[src/rtl/knn_pkg.sv]
// Shared constants, types and per-beat control records for the k-nearest-neighbor selector.
package knn_pkg;

	localparam int MAX_DIM = 16;
	localparam int K_MAX   = 16;
	localparam int MAX_POP = 1024;

	localparam int VALUE_W = 16;
	localparam int DIFF_W  = VALUE_W + 1;
	localparam int SQ_W    = 2 * VALUE_W;
	localparam int DIST_W  = 36;
	localparam int IDX_W   = 10;
	localparam int CNT_W   = $clog2(MAX_POP + 1);
	localparam int CFG_W   = 5;
	localparam int DIM_W   = (MAX_DIM > 1) ? $clog2(MAX_DIM) : 1;
	localparam int DIMV_W  = $clog2(MAX_DIM + 1);
	localparam int FILL_W  = $clog2(K_MAX + 1);

	localparam int REG_IDX_W = 1;
	localparam logic [REG_IDX_W-1:0] REG_NEIGHBOR_COUNT = 1'b0;
	localparam logic [REG_IDX_W-1:0] REG_DIMENSION      = 1'b1;

	// control that rides along with one coordinate beat
	typedef struct packed {
		logic             vld;
		logic             cand;
		logic             first;
		logic             ins;
		logic             last;
		logic             clr;
		logic [IDX_W-1:0] idx;
	} knn_ctl_t;

	// answer snapshot handed to the output buffer
	typedef struct packed {
		logic                           vld;
		logic [FILL_W-1:0]              cnt;
		logic [K_MAX-1:0][IDX_W-1:0]    idx;
		logic [K_MAX-1:0][DIST_W-1:0]   dlist;
	} knn_ans_t;

endpackage

[src/rtl/knn_front.sv]
// Input stage: coordinate and candidate counters, target store and coordinate difference.
module knn_front import knn_pkg::*; (
	input  logic                     clk,
	input  logic                     arst_n,
	input  logic                     adv,
	input  logic                     item_valid,
	input  logic                     operation,
	input  logic signed [VALUE_W-1:0] value,
	input  logic                     last_candidate,
	input  logic [CFG_W-1:0]         dimension,
	output knn_ctl_t                 ctl_s1,
	output logic signed [DIFF_W-1:0] diff_s1
);

	logic signed [VALUE_W-1:0] tgt_q [MAX_DIM];
	logic [DIM_W-1:0]  coord_q;
	logic [CNT_W-1:0]  cnt_q;
	logic              loading_q;
	logic              fresh_q;

	logic              accept;
	logic              is_tgt;
	logic              start;
	logic [DIMV_W-1:0] dim_eff;
	logic [DIM_W-1:0]  coord_eff;
	logic [DIM_W-1:0]  ce;
	logic [DIM_W:0]    inc;
	logic              wrap;
	logic              fin;
	logic              room;
	logic signed [DIFF_W-1:0] diff;
	knn_ctl_t          ctl;

	assign accept = item_valid && adv;
	assign is_tgt = !operation;
	assign start  = !loading_q;

	always_comb begin
		if (dimension == '0) begin
			dim_eff = DIMV_W'(1);
		end else if (dimension > CFG_W'(MAX_DIM)) begin
			dim_eff = DIMV_W'(MAX_DIM);
		end else begin
			dim_eff = DIMV_W'(dimension);
		end
	end

	// counter left past a shrunken dimension wraps to the first coordinate
	assign coord_eff = ({1'b0, coord_q} >= dim_eff) ? '0 : coord_q;
	assign ce        = (is_tgt ? start : loading_q) ? '0 : coord_eff;
	assign inc       = {1'b0, ce} + 1'b1;
	assign wrap      = (inc >= dim_eff);
	assign fin       = operation && (wrap || last_candidate);
	assign room      = (cnt_q < CNT_W'(MAX_POP));
	assign diff      = {value[VALUE_W-1], value} - {tgt_q[ce][VALUE_W-1], tgt_q[ce]};

	always_comb begin
		ctl        = '0;
		ctl.vld    = accept;
		ctl.cand   = operation;
		ctl.first  = loading_q || fresh_q;
		ctl.ins    = fin && room;
		ctl.last   = operation && last_candidate;
		ctl.clr    = is_tgt && start;
		ctl.idx    = cnt_q[IDX_W-1:0];
	end

	always_ff @(posedge clk or negedge arst_n) begin
		if (!arst_n) begin
			for (int j = 0; j < MAX_DIM; j++) begin
				tgt_q[j] <= '0;
			end
			coord_q   <= '0;
			cnt_q     <= '0;
			loading_q <= 1'b0;
			fresh_q   <= 1'b1;
		end else if (accept) begin
			if (is_tgt) begin
				tgt_q[ce] <= value;
				coord_q   <= wrap ? '0 : inc[DIM_W-1:0];
				loading_q <= 1'b1;
				if (start) begin
					cnt_q   <= '0;
					fresh_q <= 1'b1;
				end
			end else begin
				loading_q <= 1'b0;
				if (last_candidate) begin
					cnt_q   <= '0;
					coord_q <= '0;
					fresh_q <= 1'b1;
				end else begin
					if (fin && room) begin
						cnt_q <= cnt_q + 1'b1;
					end
					coord_q <= fin ? '0 : inc[DIM_W-1:0];
					fresh_q <= fin;
				end
			end
		end
	end

	always_ff @(posedge clk or negedge arst_n) begin
		if (!arst_n) begin
			ctl_s1 <= '0;
		end else if (adv) begin
			ctl_s1 <= ctl;
		end
	end

	always_ff @(posedge clk) begin
		if (adv) begin
			diff_s1 <= diff;
		end
	end

endmodule

[config.mk]
export PLATFORM = sky130hd
export DESIGN_NAME = knn_front
export DESIGN_NICKNAME = d
export VERILOG_FILES = /design/src/rtl/knn_pkg.sv /design/src/rtl/knn_front.sv
export SDC_FILE = /design/constraint.sdc
export NUM_CORES = 1
export LEC_CHECK = 0
export BUFFER_PORTS_ARGS = -buffer_cell sky130_fd_sc_hd__buf_4
export CAP_MARGIN = 20
export CORE_MARGIN = 5
export CORE_UTILIZATION = 35
export DETAILED_ROUTE_END_ITERATION = 7
export GPL_ROUTABILITY_DRIVEN = 0
export GPL_TIMING_DRIVEN = 0
export PLACE_DENSITY_LB_ADDON = 0.15
export RECOVER_POWER = 50
export SYNTH_ARGS = -nofsm -noshare
export SYNTH_HDL_FRONTEND = slang
export SYNTH_SLANG_ARGS = --single-unit
[constraint.sdc]
create_clock -name clk -period 5.3 [get_ports clk]
set_input_delay 0 -clock clk [delete_from_list [all_inputs] [get_ports clk]]
set_output_delay 0 -clock clk [all_outputs]
set_load 0.01 [all_outputs]
# After elaboration in Yosys (flattened, before gate mapping)
# Cells that the tools add are included.
# word_totals
register_bits	306
in_bits	27
wordCells	78
# classes
mux	23
n_bitwise	2
eq_ne	2
reduce_logical	14
order_cmp	6
add_sub_neg	3
# op_table
cell	n
256-bit bitwise mux	1
16-bit binary-select mux with 4-bit select	1
16-bit demux with 4-bit select	1
16-bit two-way mux	3
11-bit two-way mux	4
4-bit two-way mux	6
16-bit by 16-bit subtractor with 17-bit output	1
11-bit by 1-bit adder with 11-bit output (second input constant)	1
11-bit < comparator (second input constant)	1
5-bit two-way mux	2
1-bit logical AND	6
4-bit by 1-bit adder with 5-bit output (second input constant)	1
4-bit by 5-bit >= comparator with 1-bit output	1
5-bit >= comparator	1
5-bit >= comparator (second input constant)	1
5-bit greater-than comparator (second input constant)	1
5-bit zero test	1
5-bit by 1-bit < comparator with 1-bit output (second input constant)	1
1-bit two-way mux	5
4-bit NOT with 5-bit output	1
2-bit AND reduction	2
3-bit by 1-bit != test with 1-bit output (second input constant)	1
3-bit AND reduction	1
1-bit zero test	2
other kinds (3)	4

# Logic depth before layout (Yosys ltp)
# Gate-level depths: netlist (run 1).
# depth
ltp_word	14
mapped_depth	21

# Least setup slack after synthesis (run 1)
# OpenSTA, ideal clock, no wires.
# synth_path
path_type	register -> register
startpoint	register coord_q[0]
endpoint	register diff_s1[14] (data pin)
period_less_slack_ns	4.595
path_stages_with_launch	22
setup_time_ns	0.258
required_time_ns	5.042
path_buffers	4
slack_ns	0.705
t_arrival_ns	4.338
cell_sequence	dfrtp_1 > buf_4 > buf_2 > buf_2 > inv_1 > ha_1 > nor2b_4 > o21a_4 > o21ai_4 > a21oi_1 > buf_2 > o22ai_1 > nor3_1 > ha_1 > inv_1 > fa_1 > a211oi_1 > o21bai_1 > a31o_2 > a21oi_1 > a21oi_1 > xnor2_1
# synth_via
elab_chain_cells	8
# synth_rtl
item	line_no	source
start: declaration	knn_front.sv:16	logic [DIM_W-1:0] coord_q;
start signal: assignment	knn_front.sv:80	coord_q <= wrap ? '0 : inc[DIM_W-1:0];
start signal: assignment	knn_front.sv:96	coord_q <= fin ? '0 : inc[DIM_W-1:0];
4-bit by 5-bit >= comparator with 1-bit output	knn_front.sv:49	assign coord_eff = ({1'b0, coord_q} >= dim_eff) ? '0 : coord_q;
4-bit two-way mux *	knn_front.sv:49	
4-bit two-way mux *	knn_front.sv:50	assign ce = (is_tgt ? start : loading_q) ? '0 : coord_eff;
4-bit NOT with 5-bit output (not written as such) *	knn_front.sv:55	assign diff = {value[VALUE_W-1], value} - {tgt_q[ce][VALUE_W-1], tgt_q[ce]};
16-bit binary-select mux with 4-bit select *	knn_front.sv:55	
16-bit two-way mux (not written as such) * (2 in a row)	knn_front.sv:55	
16-bit by 16-bit subtractor with 17-bit output *	knn_front.sv:55	
via diff[14]	knn_front.sv:31	logic signed [DIFF_W-1:0] diff;
end signal: assignment	knn_front.sv:113	diff_s1 <= diff;
end: declaration	knn_front.sv:12	output logic signed [DIFF_W-1:0] diff_s1
# The timed path passes the listed nets; every way through them passes the cells marked *. The select of a mux whose other input is x is not followed.
# A chain may end at the register's enable or synchronous reset.

# Worst setup path after layout (run 1)
# Same ends and word-level chain as after synthesis.

==> metrics.cfg, run 1 <==
[power_and_ir_drop]
seq_power_share_pct = 39.7
finalPower_w = 0.00704
powerDensity_nw_per_um2 = 404
comb_power_share_pct = 24.1
p_int_w = 0.00491
p_clk_share_pct = 36.3
p_switching_w = 0.00213
p_sw_share_pct = 30.2
p_leak_nw = 8.10
ir_drop_mv = 0.235

[sta]
finClkSkew_ns = 0.0156
worst_slew_pin_slew_ns = 3.99
max_slew_margin_pct = -166
hold_violations = 0
setup_viol = 0
fin_crit_sh_pct = 95.5
whs_ns = 0.102
slew_viol_final = 81
fmax_ghz = 0.198
fin_crit_ns = 5.06

[route]
dr_total_vias = 9443
wl_um = 37000
drt-wirelength-per-cell_um = 20.2
ant_nets = 0
avgViaCountPerCell = 5.14
drtIter0Drc = 575
drcViolationCount = 0
firstDrtPassIters = 4

[grt]
overflow = 0
grt_pass1_wl_um = 57900
gr-usage-all-layers_pct = 15.8
grt_pass1_vias = 9632
grt_max_degree = 109
antenna_found_initial = 0

[synth]
ys_seq_area_share_pct = 52.0
yosysUniqueCellTypes = 61
synth_top_area_cell = dfrtp_1
synth_seq_cells = 306
synth_edf_count = 17
synth_fp_nets = 1206
syn-cell-area_um2 = 14900
ys_top_cells_by_area = dfrtp_1 48%, mux2_2 22%, mux2i_1 5.7%
synthArstFlopShare_pct = 94.4
synth_ff_type = dfrtp_1
syn_inst = 1146
avgSynthCellArea_um2 = 13.0
netlist.area_leader.share_pct = 48.4
yosys_warnings = 0

[worst_setup_path]
worstReg2RegEnd = diff_s1[14]
r2r_slack_ns = 0.24
critPathLaunchType = register
cp_max_fo = 19
cp-end-kind = register
slowest_delay_ns = 0.46
path_cells = buf_8, buf_4, inv_1, ha_1, nor2b_4, o21a_4, o21ai_4, or3_1, clkbuf_2, o22ai_1, nor3_1, ha_1, inv_1, fa_1, a211oi_2, o21bai_1, a31o_2, a21oi_1, a21oi_1, xnor2_2
path_class = register to register
critPathTopFamily = compound AO/OA/AOI/OAI gates
cp_num_buf_inv = 5
arrival_ns = 5.34
reg2reg_depth = 20
r2r_start = coord_q[0]
critical_path.slowest_cell = dfrtp_2
worstPathRequired_ns = 5.58

[finish]
final_cell_mix = 292 x mux2_2, 287 x dfrtp_1, 84 x mux2i_1
final_common_cell = mux2_2
nNetsFinal = 1331
num-fill-cells = 4024
drive_gt1_share_pct = 36.0
antennaDiodeCount = 0
final_cells = 1838
syn2layout_area_growth_pct = 17.2

[worst_hold_path]
min_to = coord_q[3]
whs_path_depth = 6
hp-start = dimension[4]
hold_path.class = input pin to register

[floorplan]
die_height_um = 216
ios = 60
die_w_um = 216
initial_utilization_pct = 35.4
rows = 75
die-area_um2 = 46700
coreArea_um2 = 42000

[status]
outcome = finished with violations
violations = capacitance limit, slew limit

[cts]
cts_made_buffers = 37
cts_root_buf = clkbuf_16
clk_path_buf_depth = 3
path_clk_slew_ns = 0.06
clock_latency_ns = 0.56
cts_max_level = 2
cts_tree = yes
cts_sinks = 306

[placed_design]
hpwl_um = 26800
placed_cells = 1746
port_buffers = 59

[job]
maxCapViolCount = 1

==> cell families (layout without fill, tap and decap cells) <==
| family | count (synthesis) | in the layout | synth area share (%) |
|---|---|---|---|
| multiplexers | 380 | 380 | 28.4 |
| buffers and inverters | 81 | 234 | 2.82 |
| flip-flops | 306 | 306 | 52.0 |
| XOR/XNOR | 20 | 20 | 1.18 |
| adder cells (fa/ha/maj) | 33 | 33 | 2.83 |
| AND/OR/NAND/NOR | 186 | 186 | 6.46 |
| AO/OA/AOI/OAI | 140 | 140 | 6.32 |
==> metal layers <==
metal	up-vias	routed length [µm]	part of all wire, %	track usage [%]
li1	4435	-	-	-
met1	4818	17400	47	22.4
met2	143	17400	47	25.3
met3	47	1410	3.8	2.39
met4	0	813	2.2	4.81
met5	-	0	0	0
==> sequential cells by signal, indices dropped and copies added (netlist names) <==
register   count
fresh_q        1
tgt_q        256
coord_q        4
diff_s1       17
ctl_s1        16
cnt_q         11
loading_q      1
==> timing repair <==
item / CTS / global route
endpoints found under the setup margin: 16 / 4
pin swaps: 0 / 2
cloned: 0 / 0
resized for setup: 8 / 4
hold endpoints to repair: 207 / 0
hold buffers: 22 / 0
buffers inserted: 0 / 4
==> worst register-to-register path, stage by stage, from the launching register on <==
cell      delay (ns)
dfrtp_2         0.46
buf_8           0.25
buf_4           0.29
inv_1           0.08
ha_1            0.32
nor2b_4         0.05
o21a_4          0.23
o21ai_4         0.29
or3_1           0.19
clkbuf_2        0.21
o22ai_1         0.13
nor3_1          0.19
ha_1            0.17
inv_1           0.06
fa_1            0.45
a211oi_2        0.32
o21bai_1        0.21
a31o_2          0.25
a21oi_1         0.30
a21oi_1         0.16
xnor2_2         0.18
==> final cells by class <==
type	instances	area (µm²)	area share (%)
Clock buffer	55	1120	6.45
Tap cell	539	674	3.87
Buffer	64	365	2.10
Inverter	16	60.1	0.345
Timing Repair Buffer	87	607	3.48
Sequential cell	306	7740	44.4
Multi-Input combinational cell	759	6740	38.7
Clock inverter	12	116	0.667
==> power groups by stage <==
| stage | clock (W) | combinational, W | sequential (W) |
|---|---|---|---|
| detailed placement | 0 | 0.00172 | 0.00283 |
| global placement | 0 | 0.00171 | 0.00283 |
| global route | 0.00273 | 0.00185 | 0.00282 |
| CTS | 0.00264 | 0.00176 | 0.00280 |
| floorplan | 0 | 0.00106 | 0.00284 |
| finish | 0.00255 | 0.00169 | 0.00279 |
==> worst max-delay path by stage <==
stage | endpoint | start | slack (ns) | cells past startpoint
floorplan | diff_s1[14] | coord_q[0] | 0.70 | 21
global placement | diff_s1[14] | coord_q[0] | -0.97 | 21
detailed placement | diff_s1[14] | coord_q[0] | -0.94 | 21
CTS | diff_s1[14] | coord_q[0] | 0.03 | 19
global route | diff_s1[14] | coord_q[0] | -0.02 | 20
finish | diff_s1[14] | coord_q[0] | 0.24 | 20
==> cells in the mapped netlist (7+ instances only) <==
master,n
nand2_1,60
clkbuf_1,21
mux2_2,292
ha_1,32
buf_2,25
nand3_2,8
nor2_1,41
nor3_1,25
o22ai_1,33
nand3_1,7
mux2i_1,84
buf_4,12
xnor2_1,16
a21oi_1,15
o21ai_0,37
edfxtp_1,17
a211oi_1,20
dfrtp_1,288
inv_1,13
==> stage by stage <==
step,setup WS (ns),setup TNS (ns),utilization (%),area [µm²]
after detailed placement,-0.938,-6.42,38.2,16100
after CTS,0.0281,0,41.7,17500
after global placement,-0.974,-6.62,38.1,16000
after floorplan,0.705,0,-,14900
after global routing,-0.0192,-0.0192,41.5,17400
final,0.241,0,41.5,17400
No activity file was read; power rests on OpenSTA's default activity.
==> run 2: changes to the inputs <==
Settings changed: CORE_UTILIZATION 35 to 50, MAX_ROUTING_LAYER set to met4.
==> run 2 against run 1 <==
Net effect:
- the flow still finishes with violations (capacitance limit, slew limit)
- sequential share of layout area grew 0.80 points
- critical path depth is the same
- cell area shrank 1.8%
- non-clock buffer count shrank 3
- via count grew 1.3%
- combinational power is essentially flat
- die area shrank 29%
- routed wire length shrank 2.6%
- clock-buffer cell count is the same
- register-to-register slack gained 0.11 ns
- global-route usage grew 6.7 points
==> metrics.cfg, run 2 (synthesized netlist as in run 1, its figures left out) <==
[sta]
rsz0062_at_grt = no
finClkSkew_ns = 0.0159  ; +0.000232 ns
tns_ns = 0  ; unchanged
fin_crit_ns = 4.95  ; -0.109 ns
worst_slack_ns = 0.350  ; +0.109 ns
max_slew_margin_pct = -127  ; +39 points
hold_violations = 0  ; unchanged
setup_viol = 0  ; unchanged
fin_crit_sh_pct = 93.4  ; -2.1 points
slew_viol_final = 127  ; +57%
fmax_ghz = 0.202  ; +2.2%
worst_slew_pin_slew_ns = 3.40  ; -0.589 ns

[route]
firstDrtPassIters = 8  ; +4
met2WireLength_um = 17300  ; -0.24%
wl_um = 36100  ; -2.6%
ant_nets = 0  ; unchanged
drt-met1-wl_um = 16600  ; -4.6%
top_layer_used = met4
drcViolationCount = 0  ; unchanged
dr_total_vias = 9562  ; +1.3%
met3_length_um = 1390  ; -1.8%
drt-wirelength-per-cell_um = 21.5  ; +6.4%
avgViaCountPerCell = 5.68  ; +11%
drtIter0Drc = 540  ; -6.1%

[finish]
top_register = tgt_q
drive_gt1_share_pct = 35.3  ; -0.66 points
reg.largest.list = tgt_q (256), diff_s1 (17), ctl_s1 (16)
nNetsFinal = 1326  ; -0.38%
final_cell_mix = 292 x mux2_2, 287 x dfrtp_1, 84 x mux2i_1
final_cells = 1682  ; -8.5%
antennaDiodeCount = 0  ; unchanged
largest_reg_flops = 256  ; unchanged
syn2layout_area_growth_pct = 15.1
final_common_cell = mux2_2
final_area_um2 = 17100  ; -1.8%

[grt]
antenna_found_initial = 0  ; unchanged
overflow = 0  ; unchanged
grt_max_degree = 87  ; -20%
gr-usage-all-layers_pct = 22.5  ; +6.7 points
grt_pass1_wl_um = 57100  ; -1.3%
grt_pass1_vias = 9800  ; +1.7%

[floorplan]
initial_utilization_pct = 50.5  ; +15 points
die_height_um = 183  ; -16%
die_w_um = 183  ; -16%
coreArea_um2 = 29500  ; -30%
rows = 63  ; -16%
die-area_um2 = 33300  ; -29%
ios = 60  ; unchanged

[worst_setup_path]
critPathLaunch = coord_q[0]
r2r_start = coord_q[0]
cp-endpoint = diff_s1[14]
worstReg2RegEnd = diff_s1[14]
path_class = register to register
cp_max_fo = 19  ; unchanged
arrival_ns = 5.19  ; -0.15 ns
cp-end-kind = register
reg2reg_depth = 20  ; unchanged
worstPathRequired_ns = 5.54  ; -0.04 ns
r2r_slack_ns = 0.35  ; +0.11 ns
critPathLaunchType = register

[status]
violations = capacitance limit, slew limit
outcome = finished with violations

[power_and_ir_drop]
p_leak_nw = 8.04  ; -0.77%
powerDensity_nw_per_um2 = 403  ; -0.24%
ir_drop_mv = 0.268  ; +14%

[worst_hold_path]
hold_path.class = input pin to register

[cts]
cts_max_level = 2  ; unchanged
path_clk_slew_ns = 0.06  ; about the same
postCtsSetupBuffers = 0  ; unchanged
cts_root_buf = clkbuf_16
clk_path_buf_depth = 3  ; unchanged
cts_tree = yes
cts_made_buffers = 35  ; -5.4%
clock_latency_ns = 0.52  ; -0.04 ns
cts_sinks = 306  ; unchanged

[placed_design]
pre_cts_slack_ns = -0.877  ; +0.0604 ns
port_buffers = 59  ; unchanged
hpwl_um = 24700  ; -8.0%
placedInstanceArea_um2 = 15900  ; -0.99%
placed_cells = 1598  ; -8.5%

[job]
maxCapViolCount = 2  ; +1

run 2: cell types whose count changed in the layout (fill, tap and decap cells not counted), moves of 2 or more:
cell        before  now
clkbuf_8        11    8
buf_4           40   37
clkbuf_1        63   68
clkinvlp_4       3    0
clkbuf_16       38   36
run 2: per-stage QoR:
stage,power (W),hold slack [ns],utilization [%]
2_1_floorplan,0.00391,-0.296,-
3_3_place_gp,0.00451,0.281,53.6
3_5_place_dp,0.00454,-0.0220,53.9
4_1_cts,0.00701,0.0437,58.7
5_1_grt,0.00722,0.165,58.1
6_report,0.00690,0.157,58.1
run 2: area by class of cell:
class / count / area [µm²]
Tap cell: 390 / 488
Buffer: 64 / 365
Fill cell: 2522 / 12400
Clock buffer: 55 / 1050
Clock inverter: 8 / 105
Multi-Input combinational cell: 759 / 6740
Inverter: 16 / 60.1
Sequential cell: 306 / 7740
Timing Repair Buffer: 84 / 572
run 2: worst max-delay path, stage by stage, from the launching register on:
cell and delay, ns:
dfrtp_2 0.46, buf_8 0.25, buf_4 0.28, inv_1 0.08, ha_1 0.32, nor2b_4 0.05, o21a_4 0.23, o21ai_4 0.32
or3_1 0.20, clkbuf_2 0.21, o22ai_1 0.13, nor3_1 0.19, ha_1 0.17, inv_1 0.06, fa_1 0.43, a211oi_2 0.29
o21bai_1 0.21, a31o_2 0.26, a21oi_2 0.24, a21oi_1 0.12, xnor2_1 0.17
run 2: worst min path at each step:
| stage | depth (start not counted) | from | endpoint | slack, ns |
|---|---|---|---|---|
| after floorplan | 0 | arst_n | cnt_q[0] | -0.30 |
| after global placement | 3 | last_candidate | ctl_s1[11] | 0.28 |
| after detailed placement | 1 | arst_n | tgt_q[80] | -0.02 |
| after CTS | 2 | arst_n | tgt_q[31] | 0.04 |
| after global routing | 6 | dimension[4] | coord_q[3] | 0.17 |
| final | 6 | dimension[4] | coord_q[3] | 0.16 |
run 2: per-layer routing:
layer | vias to the layer above | GRT usage [%]
met3 | 48 | 2.83
met2 | 198 | 36.0
met5 | - | -
li1 | 4422 | -
met1 | 4894 | 31.1
met4 | 0 | 5.34
run 2: what timing repair did:
item / CTS / global route
hold buffers: 22 / 0
hold endpoints to repair: 334 / 0
gates resized for setup: 8 / 6
pin swaps: 0 / 1
endpoints found under the setup margin: 13 / 6
run 2: report_power, final:
part	switching, W	total [W]	internal, W
Clock	0.000945	0.00241	0.00146
Sequential	0.000126	0.00279	0.00267
Combinational	0.000997	0.00169	0.000697
Total	0.00207	0.00690	0.00483
==> run 3: changes to the inputs <==
Settings changed: CORE_MARGIN 5 to 2.
==> run 3 against run 2 <==
Net effect:
- the flow still finishes with violations (capacitance limit, slew limit)
- routed wire length is 0.62% higher
- combinational power about the same
- total power grew 0.27%
- die area fell by 6.5%
- clock power about the same
- sequential power is essentially flat
- via count is 1.3% higher
- sequential share of layout area down 0.063 points
- clock skew increased by 0.011 ns
- critical path type unchanged
- largest cell class unchanged
==> metrics.cfg, run 3 (synthesized netlist as in run 1, its figures left out) <==
[status]
outcome = finished with violations
violations = capacitance limit, slew limit

[sta]
max_slew_margin_pct = -181  ; -54 points
setup_viol = 0  ; unchanged
fmax_ghz = 0.198  ; -2.2%
finClkSkew_ns = 0.0271  ; +0.0112 ns
hold_violations = 0  ; unchanged
fin_crit_ns = 5.06  ; +0.111 ns
worst_slew_pin_slew_ns = 4.21  ; +0.806 ns
fin_crit_sh_pct = 95.5  ; +2.1 points
slew_viol_final = 90  ; -29%
whs_ns = 0.139  ; -0.0174 ns

[worst_hold_path]
whs_path_depth = 6  ; unchanged
min_to = coord_q[3]
hold_path.class = input pin to register
hp-start = dimension[4]

[worst_setup_path]
r2r_start = coord_q[0]
path_class = register to register
critPathLaunchType = register
r2r_slack_ns = 0.24  ; -0.11 ns
cp-end-kind = register
cp_max_fo = 19  ; unchanged
arrival_ns = 5.31  ; +0.12 ns
worstPathRequired_ns = 5.55  ; about the same
reg2reg_depth = 20  ; unchanged
worstReg2RegEnd = diff_s1[14]

[finish]
final_util_pct = 58.2  ; +0.081 points
nNetsFinal = 1326  ; unchanged
reg.largest.list = tgt_q (256), diff_s1 (17), ctl_s1 (16)
top_register = tgt_q
syn2layout_area_growth_pct = 15.2
final_area_um2 = 17100  ; +0.14%
drive_gt1_share_pct = 35.4  ; +0.13 points
largest_reg_flops = 256  ; unchanged
antennaDiodeCount = 0  ; unchanged
final_common_cell = mux2_2
num-fill-cells = 2496  ; -1.0%
final_cell_mix = 292 x mux2_2, 287 x dfrtp_1, 84 x mux2i_1
final_cells = 1683  ; +0.059%

[grt]
grt_pass1_wl_um = 56700  ; -0.77%
grt_pass1_vias = 9842  ; +0.43%
gr-usage-all-layers_pct = 24.5  ; +2.0 points
grt_max_degree = 112  ; +29%
antenna_found_initial = 0  ; unchanged
overflow = 0  ; unchanged

[route]
drtIter0Drc = 528  ; -2.2%
ant_nets = 0  ; unchanged
firstDrtPassIters = 5  ; -3
avgViaCountPerCell = 5.75  ; +1.2%
drt-wirelength-per-cell_um = 21.6  ; +0.56%
drcViolationCount = 0  ; unchanged
dr_total_vias = 9685  ; +1.3%
wl_um = 36300  ; +0.62%

[floorplan]
die_height_um = 177  ; -3.3%
die_w_um = 177  ; -3.3%
initial_utilization_pct = 50.5  ; unchanged
die-area_um2 = 31200  ; -6.5%
rows = 63  ; unchanged
coreArea_um2 = 29500  ; unchanged
ios = 60  ; unchanged

[cts]
cts_made_buffers = 35  ; unchanged
cts_sinks = 306  ; unchanged
clock_latency_ns = 0.53  ; about the same
cts_root_buf = clkbuf_16
clk_path_buf_depth = 3  ; unchanged
cts_max_level = 2  ; unchanged
cts_tree = yes
path_clk_slew_ns = 0.06  ; about the same

[power_and_ir_drop]
p_leak_nw = 8.05  ; +0.14%
powerDensity_nw_per_um2 = 403  ; +0.13%
ir_drop_mv = 0.302  ; +12%

[placed_design]
hpwl_um = 24600  ; about the same
placedInstanceArea_um2 = 15900  ; -0.17%
placed_cells = 1597  ; -0.063%
port_buffers = 59  ; unchanged

[job]
maxCapViolCount = 1  ; -1

## run 3: worst max path at each step
stage                  endpoint       start  slack (ns)  cells after the start
global route        diff_s1[14]  coord_q[0]       -0.02                     20
global placement    diff_s1[14]  coord_q[0]       -0.82                     21
CTS                 diff_s1[14]  coord_q[0]        0.01                     20
detailed placement  diff_s1[14]  coord_q[0]       -0.85                     21
finish              diff_s1[14]  coord_q[0]        0.24                     20
floorplan           diff_s1[14]  coord_q[0]        0.70                     21
## run 3: layout make-up
| class | instances | area [µm²] | area share (%) |
|---|---|---|---|
| plain buffers | 64 | 365 | 2.13 |
| clock buffers | 55 | 1080 | 6.32 |
| clock inverters | 9 | 88.8 | 0.518 |
| inverters | 16 | 60.1 | 0.350 |
| multi-input cells | 759 | 6730 | 39.3 |
| flip-flops and latches | 306 | 7740 | 45.2 |
| well taps | 390 | 488 | 2.85 |
| repair buffers | 84 | 584 | 3.41 |
## run 3: timing repair
| action | CTS | global route |
|---|---|---|
| gates resized for setup | 7 | 5 |
| pin swaps | 0 | 1 |
| hold buffers | 22 | 0 |
| setup endpoints to repair | 11 | 9 |
| buffers inserted | 0 | 1 |
| endpoints found under the hold margin | 214 | 0 |
| cloned | 0 | 0 |
## run 3: metal layers
metal  GRT usage (%)  wire length, µm
met1            33.0            16800
met2            39.5            17400
met3            2.84             1260
met4            7.20              831
met5               -                0
## run 3: critical path, stage by stage, from the launching register on
cell,delay [ns]
dfrtp_2,0.46
buf_8,0.25
buf_4,0.28
inv_1,0.07
ha_1,0.32
nor2b_4,0.05
o21a_4,0.23
o21ai_4,0.29
or3_1,0.19
clkbuf_2,0.22
o22ai_1,0.13
nor3_1,0.22
ha_1,0.18
inv_1,0.06
fa_1,0.44
a211oi_2,0.28
o21bai_1,0.21
a31o_2,0.26
a21oi_1,0.31
a21oi_1,0.16
xnor2_1,0.18
## run 3: per-stage QoR
step	total power (W)	setup WS (ns)	TNS (ns)
2_1_floorplan	0.00391	0.705	0
3_3_place_gp	0.00451	-0.820	-5.37
3_5_place_dp	0.00454	-0.854	-5.60
4_1_cts	0.00701	0.0143	0
5_1_grt	0.00723	-0.0202	-0.0202
6_report	0.00692	0.239	0
## run 3: power breakdown
| group | internal, W | leakage (nW) | switching (W) |
|---|---|---|---|
| logic | 0.000698 | 3.36 | 0.000998 |
| clock network | 0.00146 | 0.577 | 0.000963 |
| registers | 0.00267 | 4.11 | 0.000128 |
| total | 0.00483 | 8.05 | 0.00209 |
